--- src/design/wcts_pkg.sv ---
package wcts_pkg;
   localparam int NumSlots = 16;
   localparam int SlotW = 4;
   localparam int IdW = 16;
   localparam int CreditW = 16;
   localparam int PrioW = 6;
   localparam int MaxPriority = 32;
   localparam logic [IdW-1:0] IdReset = IdW'(123);

   typedef enum logic [2:0] {
      ACT_CREATE = 3'd0, ACT_DESTROY = 3'd1, ACT_SUSPEND = 3'd2, ACT_RESUME = 3'd3,
      ACT_SETPRIO = 3'd4, ACT_EXIT = 3'd5, ACT_SCHED = 3'd6, ACT_QUERY = 3'd7
   } action_type;

   typedef enum logic [1:0] {
      ST_READY = 2'd0, ST_RUNNING = 2'd1, ST_SUSPENDED = 2'd2, ST_STOPPED = 2'd3
   } tstate_type;

   typedef enum logic [1:0] {
      RC_OK = 2'd0, RC_ARG = 2'd1, RC_STATE = 2'd2, RC_FULL = 2'd3
   } status_type;

   typedef enum logic [3:0] {
      FSM_IDLE = 4'b0001, FSM_CRED = 4'b0010, FSM_PICK = 4'b0100, FSM_DONE = 4'b1000
   } fsm_type;
endpackage

--- src/design/weighted_credit_thread_scheduler.sv ---
// Weighted credit thread scheduler, 16-slot thread table shared by two cores.
// Non-schedule actions write their result straight into the output register; schedule
// makes one pass through the slots for credit update and one for selection.
// Throughput: one transaction at a time; req_stall high while busy or output held.
// Reset (synchronous, active high): table empty, no current threads, next id 123.
module weighted_credit_thread_scheduler (
   input  logic                    clock,
   input  logic                    reset,
   input  logic                    req_valid,
   output logic                    req_stall,
   input  logic [2:0]              req_action,
   input  logic                    req_core,
   input  logic [3:0]              req_slot,
   input  logic [15:0]             req_thread_id,
   input  logic [5:0]              req_priority_req,
   input  logic                    req_in_interrupt,
   input  logic                    req_is_guarded,
   input  logic [15:0]             req_overflow_mask,
   output logic                    rsp_valid,
   input  logic                    rsp_stall,
   output logic [1:0]              rsp_status,
   output logic [3:0]              rsp_slot_out,
   output logic [15:0]             rsp_id_out,
   output logic [1:0]              rsp_state_out,
   output logic [5:0]              rsp_priority_out,
   output logic                    rsp_next_valid,
   output logic                    rsp_pend_switch
);
   import wcts_pkg::*;

   logic [NumSlots-1:0]   occ_ff, occ_in;
   logic [IdW-1:0]        sid_ff [NumSlots];
   logic [PrioW-1:0]      pri_ff [NumSlots];
   tstate_type            st_ff  [NumSlots];
   logic [CreditW-1:0]    cr_ff  [NumSlots];
   logic [IdW-1:0]        sid_in [NumSlots];
   logic [PrioW-1:0]      pri_in [NumSlots];
   tstate_type            st_in  [NumSlots];
   logic [CreditW-1:0]    cr_in  [NumSlots];
   logic [1:0]            cv_ff, cv_in;
   logic [SlotW-1:0]      cs_ff [2];
   logic [SlotW-1:0]      cs_in [2];
   logic [IdW-1:0]        nid_ff, nid_in;
   fsm_type               fsm_ff, fsm_in;
   logic [SlotW-1:0]      idx_ff, idx_in;
   logic                  core_ff, core_in;
   logic [NumSlots-1:0]   ovf_ff, ovf_in;
   logic                  found_ff, found_in;
   logic [SlotW-1:0]      best_ff, best_in;
   logic [CreditW-1:0]    bcr_ff, bcr_in;
   logic                  ov_ff, ov_in;
   logic [1:0]            o_status_ff, o_status_in;
   logic [SlotW-1:0]      o_slot_ff, o_slot_in;
   logic [IdW-1:0]        o_id_ff, o_id_in;
   logic [1:0]            o_st_ff, o_st_in;
   logic [PrioW-1:0]      o_pr_ff, o_pr_in;
   logic                  o_nv_ff, o_nv_in;
   logic                  o_pend_ff, o_pend_in;

   logic                  accept, hok, prio_ok, is_self, any_free;
   logic [SlotW-1:0]      free_idx, cslot;
   logic [CreditW:0]      sum;
   tstate_type            tst;

   assign req_stall = (fsm_ff != FSM_IDLE) || ov_ff;
   assign accept = req_valid && !req_stall;
   assign tst = st_ff[req_slot];
   assign hok = occ_ff[req_slot] && (sid_ff[req_slot] == req_thread_id);
   assign prio_ok = (req_priority_req >= PrioW'(1)) && (req_priority_req <= PrioW'(MaxPriority));
   assign is_self = cv_ff[req_core] && (cs_ff[req_core] == req_slot);
   assign cslot = cs_ff[req_core];
   assign sum = {1'b0, cr_ff[idx_ff]} + {{(CreditW+1-PrioW){1'b0}}, pri_ff[idx_ff]};

   always_comb begin
      any_free = 1'b0;
      free_idx = '0;
      for (int i = NumSlots - 1; i >= 0; i--) begin
         if (!occ_ff[i]) begin
            any_free = 1'b1;
            free_idx = SlotW'(i);
         end
      end
   end

   always_comb begin
      occ_in = occ_ff; sid_in = sid_ff; pri_in = pri_ff; st_in = st_ff; cr_in = cr_ff;
      cv_in = cv_ff; cs_in = cs_ff; nid_in = nid_ff; fsm_in = fsm_ff; idx_in = idx_ff;
      core_in = core_ff; ovf_in = ovf_ff; found_in = found_ff; best_in = best_ff;
      bcr_in = bcr_ff; ov_in = ov_ff;
      o_status_in = o_status_ff; o_slot_in = o_slot_ff; o_id_in = o_id_ff;
      o_st_in = o_st_ff; o_pr_in = o_pr_ff; o_nv_in = o_nv_ff; o_pend_in = o_pend_ff;
      if (ov_ff && !rsp_stall) ov_in = 1'b0;
      case (fsm_ff)
         FSM_IDLE: begin
            if (accept) begin
               o_status_in = RC_OK; o_slot_in = '0; o_id_in = '0; o_st_in = '0;
               o_pr_in = '0; o_nv_in = 1'b0; o_pend_in = 1'b0; ov_in = 1'b1;
               case (action_type'(req_action))
                  ACT_CREATE: begin
                     if (!prio_ok) o_status_in = RC_ARG;
                     else begin
                        nid_in = nid_ff + IdW'(1);
                        if (!any_free) o_status_in = RC_FULL;
                        else begin
                           occ_in[free_idx] = 1'b1;
                           sid_in[free_idx] = nid_ff;
                           pri_in[free_idx] = req_priority_req;
                           st_in[free_idx] = ST_READY;
                           cr_in[free_idx] = '0;
                           o_slot_in = free_idx;
                           o_id_in = nid_ff;
                        end
                     end
                  end
                  ACT_DESTROY: begin
                     if (!hok) o_status_in = RC_ARG;
                     else if (tst != ST_STOPPED) o_status_in = RC_STATE;
                     else occ_in[req_slot] = 1'b0;
                  end
                  ACT_SUSPEND: begin
                     if (!hok) o_status_in = RC_ARG;
                     else if ((tst != ST_READY && tst != ST_RUNNING) ||
                              (is_self && !req_in_interrupt && req_is_guarded))
                        o_status_in = RC_STATE;
                     else begin
                        st_in[req_slot] = ST_SUSPENDED;
                        o_pend_in = is_self;
                     end
                  end
                  ACT_RESUME: begin
                     if (!hok) o_status_in = RC_ARG;
                     else if (tst != ST_SUSPENDED) o_status_in = RC_STATE;
                     else st_in[req_slot] = ST_READY;
                  end
                  ACT_SETPRIO: begin
                     if (!hok || !prio_ok) o_status_in = RC_ARG;
                     else pri_in[req_slot] = req_priority_req;
                  end
                  ACT_EXIT: begin
                     if (!req_in_interrupt) begin
                        if (!cv_ff[req_core] || !occ_ff[cslot]) o_status_in = RC_STATE;
                        else begin
                           st_in[cslot] = ST_STOPPED;
                           o_pend_in = 1'b1;
                        end
                     end
                  end
                  ACT_SCHED: begin
                     ov_in = 1'b0;
                     if (cv_ff[req_core] && occ_ff[cslot] && st_ff[cslot] == ST_RUNNING)
                        st_in[cslot] = ST_READY;
                     cv_in[req_core] = 1'b0;
                     core_in = req_core;
                     ovf_in = req_overflow_mask[NumSlots-1:0];
                     idx_in = '0;
                     found_in = 1'b0;
                     fsm_in = FSM_CRED;
                  end
                  ACT_QUERY: begin
                     if (!hok) o_status_in = RC_ARG;
                     else begin
                        o_st_in = tst;
                        o_pr_in = pri_ff[req_slot];
                     end
                  end
                  default: ;
               endcase
            end
         end
         FSM_CRED: begin
            if (occ_ff[idx_ff]) begin
               cr_in[idx_ff] = sum[CreditW] ? '1 : sum[CreditW-1:0];
               if (ovf_ff[idx_ff]) st_in[idx_ff] = ST_STOPPED;
            end
            idx_in = idx_ff + SlotW'(1);
            if (idx_ff == SlotW'(NumSlots - 1)) fsm_in = FSM_PICK;
         end
         FSM_PICK: begin
            if (occ_ff[idx_ff] && st_ff[idx_ff] == ST_READY &&
                (!found_ff || cr_ff[idx_ff] > bcr_ff)) begin
               found_in = 1'b1;
               best_in = idx_ff;
               bcr_in = cr_ff[idx_ff];
            end
            idx_in = idx_ff + SlotW'(1);
            if (idx_ff == SlotW'(NumSlots - 1)) fsm_in = FSM_DONE;
         end
         FSM_DONE: begin
            if (found_ff) begin
               st_in[best_ff] = ST_RUNNING;
               cr_in[best_ff] = '0;
               cv_in[core_ff] = 1'b1;
               cs_in[core_ff] = best_ff;
               o_nv_in = 1'b1;
               o_slot_in = best_ff;
               o_id_in = sid_ff[best_ff];
            end
            ov_in = 1'b1;
            fsm_in = FSM_IDLE;
         end
         default: fsm_in = FSM_IDLE;
      endcase
   end

   always_ff @(posedge clock) begin
      sid_ff <= sid_in; pri_ff <= pri_in; st_ff <= st_in; cr_ff <= cr_in;
      idx_ff <= idx_in; core_ff <= core_in; ovf_ff <= ovf_in; best_ff <= best_in;
      bcr_ff <= bcr_in; found_ff <= found_in;
      o_status_ff <= o_status_in; o_slot_ff <= o_slot_in; o_id_ff <= o_id_in;
      o_st_ff <= o_st_in; o_pr_ff <= o_pr_in; o_nv_ff <= o_nv_in; o_pend_ff <= o_pend_in;
      if (reset) begin
         occ_ff <= '0; cv_ff <= '0; cs_ff <= '{default: '0}; nid_ff <= IdReset;
         fsm_ff <= FSM_IDLE; ov_ff <= 1'b0;
      end else begin
         occ_ff <= occ_in; cv_ff <= cv_in; cs_ff <= cs_in; nid_ff <= nid_in;
         fsm_ff <= fsm_in; ov_ff <= ov_in;
      end
   end

   assign rsp_valid = ov_ff;
   assign rsp_status = o_status_ff;
   assign rsp_slot_out = o_slot_ff;
   assign rsp_id_out = o_id_ff;
   assign rsp_state_out = o_st_ff;
   assign rsp_priority_out = o_pr_ff;
   assign rsp_next_valid = o_nv_ff;
   assign rsp_pend_switch = o_pend_ff;
endmodule

--- config.mk ---
export PLATFORM = sky130hd
export DESIGN_NAME = weighted_credit_thread_scheduler
export DESIGN_NICKNAME = d
export VERILOG_FILES = /design/src/design/wcts_pkg.sv /design/src/design/weighted_credit_thread_scheduler.sv
export SDC_FILE = /design/constraint.sdc
export NUM_CORES = 2
export LEC_CHECK = 0
export BUFFER_PORTS_ARGS = -buffer_cell sky130_fd_sc_hd__buf_2
export CAP_MARGIN = 30
export CORE_MARGIN = 5
export CORE_UTILIZATION = 64
export DETAILED_ROUTE_END_ITERATION = 12
export PLACE_DENSITY = 0.81
export SLEW_MARGIN = 20
export SYNTH_ARGS = -nofsm -noshare
export SYNTH_HDL_FRONTEND = slang
export SYNTH_SLANG_ARGS = --single-unit
--- constraint.sdc ---
create_clock -name clock -period 7.9 [get_ports clock]
set_input_delay 0.79 -clock clock [delete_from_list [all_inputs] [get_ports clock]]
set_output_delay 0.79 -clock clock [all_outputs]
set_load 0.01 [all_outputs]
Word level (Yosys, flattened, before mapping)
Index checks and enable logic that the tools add are counted. W data, S select, Z words.

$lt $le $gt $ge: 26. Bitwise logic cells: 31. Muxes and demuxes: 189. Equality and inequality tests: 45. Add/sub/neg operators: 3. Reduce and logical (&&, ||, !) cells: 61.

Operators with widths (count): $mux W256 (6); $pmux W256 S3 (1); $and A256 B256 Y256 (2); $bwmux W256 (2); $not A256 Y256 (2); $mux W32 (13); $mux W16 (19); $mux W96 (3); $bmux W16 S4 (3); $bwmux W96 (2); $demux W16 S4 (3); $pmux W96 S2 (1); $pmux W32 S5 (1); $mux W4 (31); $and A32 B32 Y32 (3); $not A32 Y32 (3); $pmux W32 S3 (1); $or A32 B32 Y32 (2); $pmux W16 S2 (2); $and A16 B16 Y16 (3); $bmux W6 S4 (2); $demux W6 S4 (2); $mux W2 (24); $not A16 Y16 (3); 64 further kinds (221).

Register bits after elaboration: 761. Output and inout bits: 34. Input bits: 52.

Depth between registers and ports, before layout
Word-level depth: 28. Mapped depth: 21. Depth with buffers taken out: 14.

Worst setup path before layout
No wires, ideal clock.

Kind: in2reg. From: input req_slot[0]. To: register st_ff[0] (netlist name) (enable). Stages: 12. Slack: 2.033 ns. Buffers on the path: 6. Library setup time: 0.475 ns. Data required time: 7.425 ns. Arrival: 5.393 ns. Cells stage by stage: buf_4 > buf_6 > buf_4 > buf_4 > buf_2 > mux2i_1 > xor2_1 > a41oi_1 > nor4_1 > nand4_1 > buf_2 > a221oi_1.

Longest elaborated chain between the ends: 9. Elaborated cells on any way between the ends: 25. Those cells by class: eq/ne: 8; mux: 8; bitwise: 1; reduce/logical: 8.

Ends and longest elaborated chain: from (decl) (RTL line weighted_credit_thread_scheduler.sv:13) `input logic [3:0] req_slot,`; parallel branches: the longest is 8 deep, another holds $bmux W16 S4; $reduce_and A15 Y1 (no line) (*); to (signal assigned) (RTL line weighted_credit_thread_scheduler.sv:206) `sid_ff <= sid_in; pri_ff <= pri_in; st_ff <= st_in; cr_ff <= cr_in;`; to (decl) (RTL line weighted_credit_thread_scheduler.sv:34) `tstate_type st_ff [NumSlots];`.

Every way passes the cells marked *. The select of a mux whose other input is x is not followed. A chain may end at the register's enable or synchronous reset.

Worst setup path in the final report
From: input req_slot[1]. To: register pri_ff[11] (netlist name) (enable).

Longest elaborated chain between the ends: 10. Elaborated cells on any way between the ends: 12. Those cells by class: eq/ne: 2; mux: 5; bitwise: 1; reduce/logical: 4.

Ends and longest elaborated chain: $not A4 Y5 (not written as such) (RTL line weighted_credit_thread_scheduler.sv:68) `assign hok = occ_ff[req_slot] && (sid_ff[req_slot] == req_thread_id);`; $bmux W16 S4 (RTL line weighted_credit_thread_scheduler.sv:68); $mux W16 (not written as such) (2 in series) (RTL line weighted_credit_thread_scheduler.sv:68); $eq A16 B16 Y1 (RTL line weighted_credit_thread_scheduler.sv:68); $logic_and A1 B1 Y1 (*) (RTL line weighted_credit_thread_scheduler.sv:68); $logic_not A1 Y1 (*); $logic_or A1 B1 Y1 (*) (RTL line weighted_credit_thread_scheduler.sv:136) `if (!hok || !prio_ok) o_status_in = RC_ARG;`; $ne A2 B2 Y1 (no line) (*); $reduce_and A6 Y1 (no line) (*); to (signal assigned) (RTL line weighted_credit_thread_scheduler.sv:206); to (decl) (RTL line weighted_credit_thread_scheduler.sv:33) `logic [PrioW-1:0] pri_ff [NumSlots];`.

Mark *: on every way between the ends. The rest lies on a longest branch, timed or not. The select of a mux whose other input is x is not followed.

==> flow_summary.toml <==
[synthesis]
netlist_area_mm2 = 0.0404
synth_seq_area_share_pct = 55.4
synth-compound-area-share_pct = 11.5
synth.area.mux_share_pct = 18.2
yosys.area_share.simple_pct = 10.1
synthXorXnorAreaFrac_pct = 0.933
synth-main-ff-cell = "edfxtp_1"
synth.ff_latch_count = 761
synth_top_family_by_area = "multiplexers"
synth_cell_types = 84
synth_cells = 3107
syn_nets = 3187
syn_area_per_cell_um2 = 13.0
synth_fa_ha_area_share_pct = 0.886
async_reset_ff_share_pct = 0
synth_edf_count = 714
yosys_warnings = 0

[critical_path]
path_max_fanout = 50
crit_chain = "buf_4, nor2b_1, a22oi_1, a31oi_1, o21ai_0, o31ai_1, nand3_1, o41ai_2, nand2_1, nor2_1"
cp-end-kind = "flop"
arrival_ns = 5.92
crit_start = "req_slot[1]"
worst_r2r_startpoint = "idx_ff[0]"
slowest_delay_ns = 0.78
critPathLaunchType = "input port"
path_class = "input port to flop"
critPathRequiredTime_ns = 8.17
cp_slowest_cell = "o31ai_1"

[grt]
grt_max_degree = 107
track_usage_pct = 39.8
antenna_found_initial = 4
grt_pass1_vias = 30144
grt_overflow = 0
grt_pass1_wl_um = 199000

[drt]
num_vias = 31071
drc = 0
routed_wl_um = 138000
antenna_left = 0
vias_per_cell = 7.65
routedWlPerCell_um = 34.0
drt_iter0_drc = 5697
dr.pass1.iters = 10

[timing]
rsz0062_at_grt = "no"
maxSlewHeadroom_pct = 28.9
finalHoldViolations = 0
fmax_mhz = 177
fin_skew_ns = 0.0279
slew_viol_final = 0
worst_pin_slew_ns = 1.06
fin_setup_tns_ns = 0
fin_crit_sh_pct = 71.5
setup_viol = 0
min_period_ns = 5.65
hold_ws_ns = 0.326

[floorplanning]
io_pins = 86
die_area_mm2 = 0.0682
initial_core_util_pct = 64.3
std_cell_rows = 92
dieWidth_um = 261
core_area_mm2 = 0.0627
die_h_um = 261

[clocking]
clk_latency_ns = 0.66
cts_hold_buf = 0
cts_inserted_buffers = 79
htree_levels = 3
clockBufferDepth = 3
cts_sinks = 761
cts_tree = "built"
cts_setup_buffers = 0
cts_resized = 0
clk_pin_slew_ns = 0.06
ctsRootBufferMaster = "clkbuf_16"

[place]
dpl.hpwl_um = 89100
gp_congestion = 1.05
port_buffers = 85

[job]
drv_cap = 0

[min_path]
hp-class = "input port to flop"
min_from = "req_overflow_mask[5]"

[power_and_ir_drop]
power_density_mw_per_mm2 = 204
p_leak_uw = 0.0154
ir_worst_vdd_mv = 0.178

[layout]
diodes = 0
final_nets = 3231
drive_gt1_share_pct = 21.0
final_cell_mix = "edfxtp_1 (714), nand2_1 (374), mux4_2 (289), o21ai_0 (283), nor2_1 (168)"
synthToLayoutAreaGrowth_pct = 10.9
final_common_cell = "edfxtp_1"

[status]
status = "completed"
-- critical path, delay by kind of cell --
family | cells | cell delay (ns)
compound gates | 5 | 2.17
buf+inv | 1 | 0.64
simple gates | 4 | 2.26
-- layout make-up --
cell class | count | area [um2]
clock buffer | 100 | 2100
sequential | 761 | 22400
clock inverter | 44 | 519
fill | 4039 | 18000
inverter | 61 | 229
timing repair buffer | 187 | 1410
tap | 846 | 1060
multi-input combinational | 2061 | 17100
-- synthesized netlist by cell type (10+ instances only) --
| library cell | n | share of area (%) |
|---|---|---|
| nor2_1 | 198 | 1.8 |
| a21o_1 | 10 | 0.19 |
| nand3_1 | 40 | 0.50 |
| nor3b_1 | 10 | 0.19 |
| a22oi_1 | 24 | 0.45 |
| mux2i_1 | 78 | 1.9 |
| and3_1 | 12 | 0.19 |
| a22o_1 | 45 | 0.98 |
| inv_1 | 58 | 0.54 |
| nand2b_1 | 13 | 0.20 |
| mux4_2 | 289 | 16 |
| a21oi_1 | 134 | 1.7 |
| ha_1 | 27 | 0.84 |
| o221ai_1 | 30 | 0.65 |
| nand2_1 | 374 | 3.5 |
| xor2_1 | 18 | 0.39 |
| o311ai_1 | 11 | 0.24 |
| o21ai_0 | 284 | 3.5 |
| buf_2 | 25 | 0.31 |
| buf_4 | 11 | 0.20 |
| nand4_1 | 19 | 0.29 |
| a221oi_1 | 29 | 0.63 |
| clkbuf_1 | 147 | 1.4 |
| edfxtp_1 | 714 | 53 |
| nor2b_1 | 119 | 1.8 |
| o211ai_1 | 12 | 0.22 |
| buf_1 | 30 | 0.28 |
| and2_1 | 14 | 0.22 |
| xnor2_1 | 25 | 0.54 |
| dfxtp_1 | 47 | 2.3 |
| a211oi_1 | 16 | 0.30 |
| nor3_1 | 35 | 0.43 |
| o21ai_1 | 30 | 0.37 |
| nand3b_1 | 10 | 0.19 |
| a31oi_1 | 18 | 0.28 |
| o22ai_1 | 12 | 0.19 |
-- through the flow --
step	util (%)	cell area [um2]	power (uW)	worst slack, ns	std cells
after floorplan	-	40400	5070	2.03	3107
after global placement	66.6	41800	5320	1.99	3892
after detailed placement	66.8	41900	5350	1.87	3898
after CTS	70.9	44500	9090	2.43	4042
after global routing	71.4	44800	9340	2.19	4060
final	71.4	44800	9130	2.25	4060
-- final timing paths --
check,cells after the start,endpoint,slack (ns)
worst max register to register,15,cr_ff[31],2.50
worst min-delay path,1,ovf_ff[5],0.33
worst max-delay path,10,pri_ff[11],2.25
worst min register to register,2,cv_ff[0],0.50
-- where the power goes --
| part | leakage [uW] | switching, uW | total (uW) | internal, uW |
|---|---|---|---|---|
| sequential | 0.00714 | 41.1 | 4470 | 4430 |
| combinational | 0.00697 | 546 | 838 | 291 |
| clock | 0.00127 | 1660 | 3820 | 2170 |
-- flip-flops by register name, summed over array words and instances, names as in the netlist, 2 cells and up --
signal and count:
rsp_status 2, rsp_slot_out 4, cs_ff 8, rsp_priority_out 6, best_ff 4, sid_ff 256, rsp_id_out 16, pri_ff 96
occ_ff 16, idx_ff 4, cv_ff 2, st_ff 32, fsm_ff 4, ovf_ff 16, cr_ff 256, bcr_ff 16
rsp_state_out 2, nid_ff 16
-- metal layers --
metal | track usage [%] | wire length [um] | up-vias
li1 | - | - | 12256
met2 | 59.0 | 60700 | 3097
met4 | 21.0 | 9230 | 10
met3 | 11.2 | 21300 | 629
met5 | 0.356 | 84 | -
met1 | 54.7 | 46500 | 15079
-- logic make-up after synthesis --
logic type,after synthesis
and+or+nand+nor,885
DFF,761
AOI/OAI and AO/OA,733
muxes,372
buffers and inverters,285
xor gates and xnor gates,43
adders and majority gates,28
No activity file was read; power rests on OpenSTA's default activity.
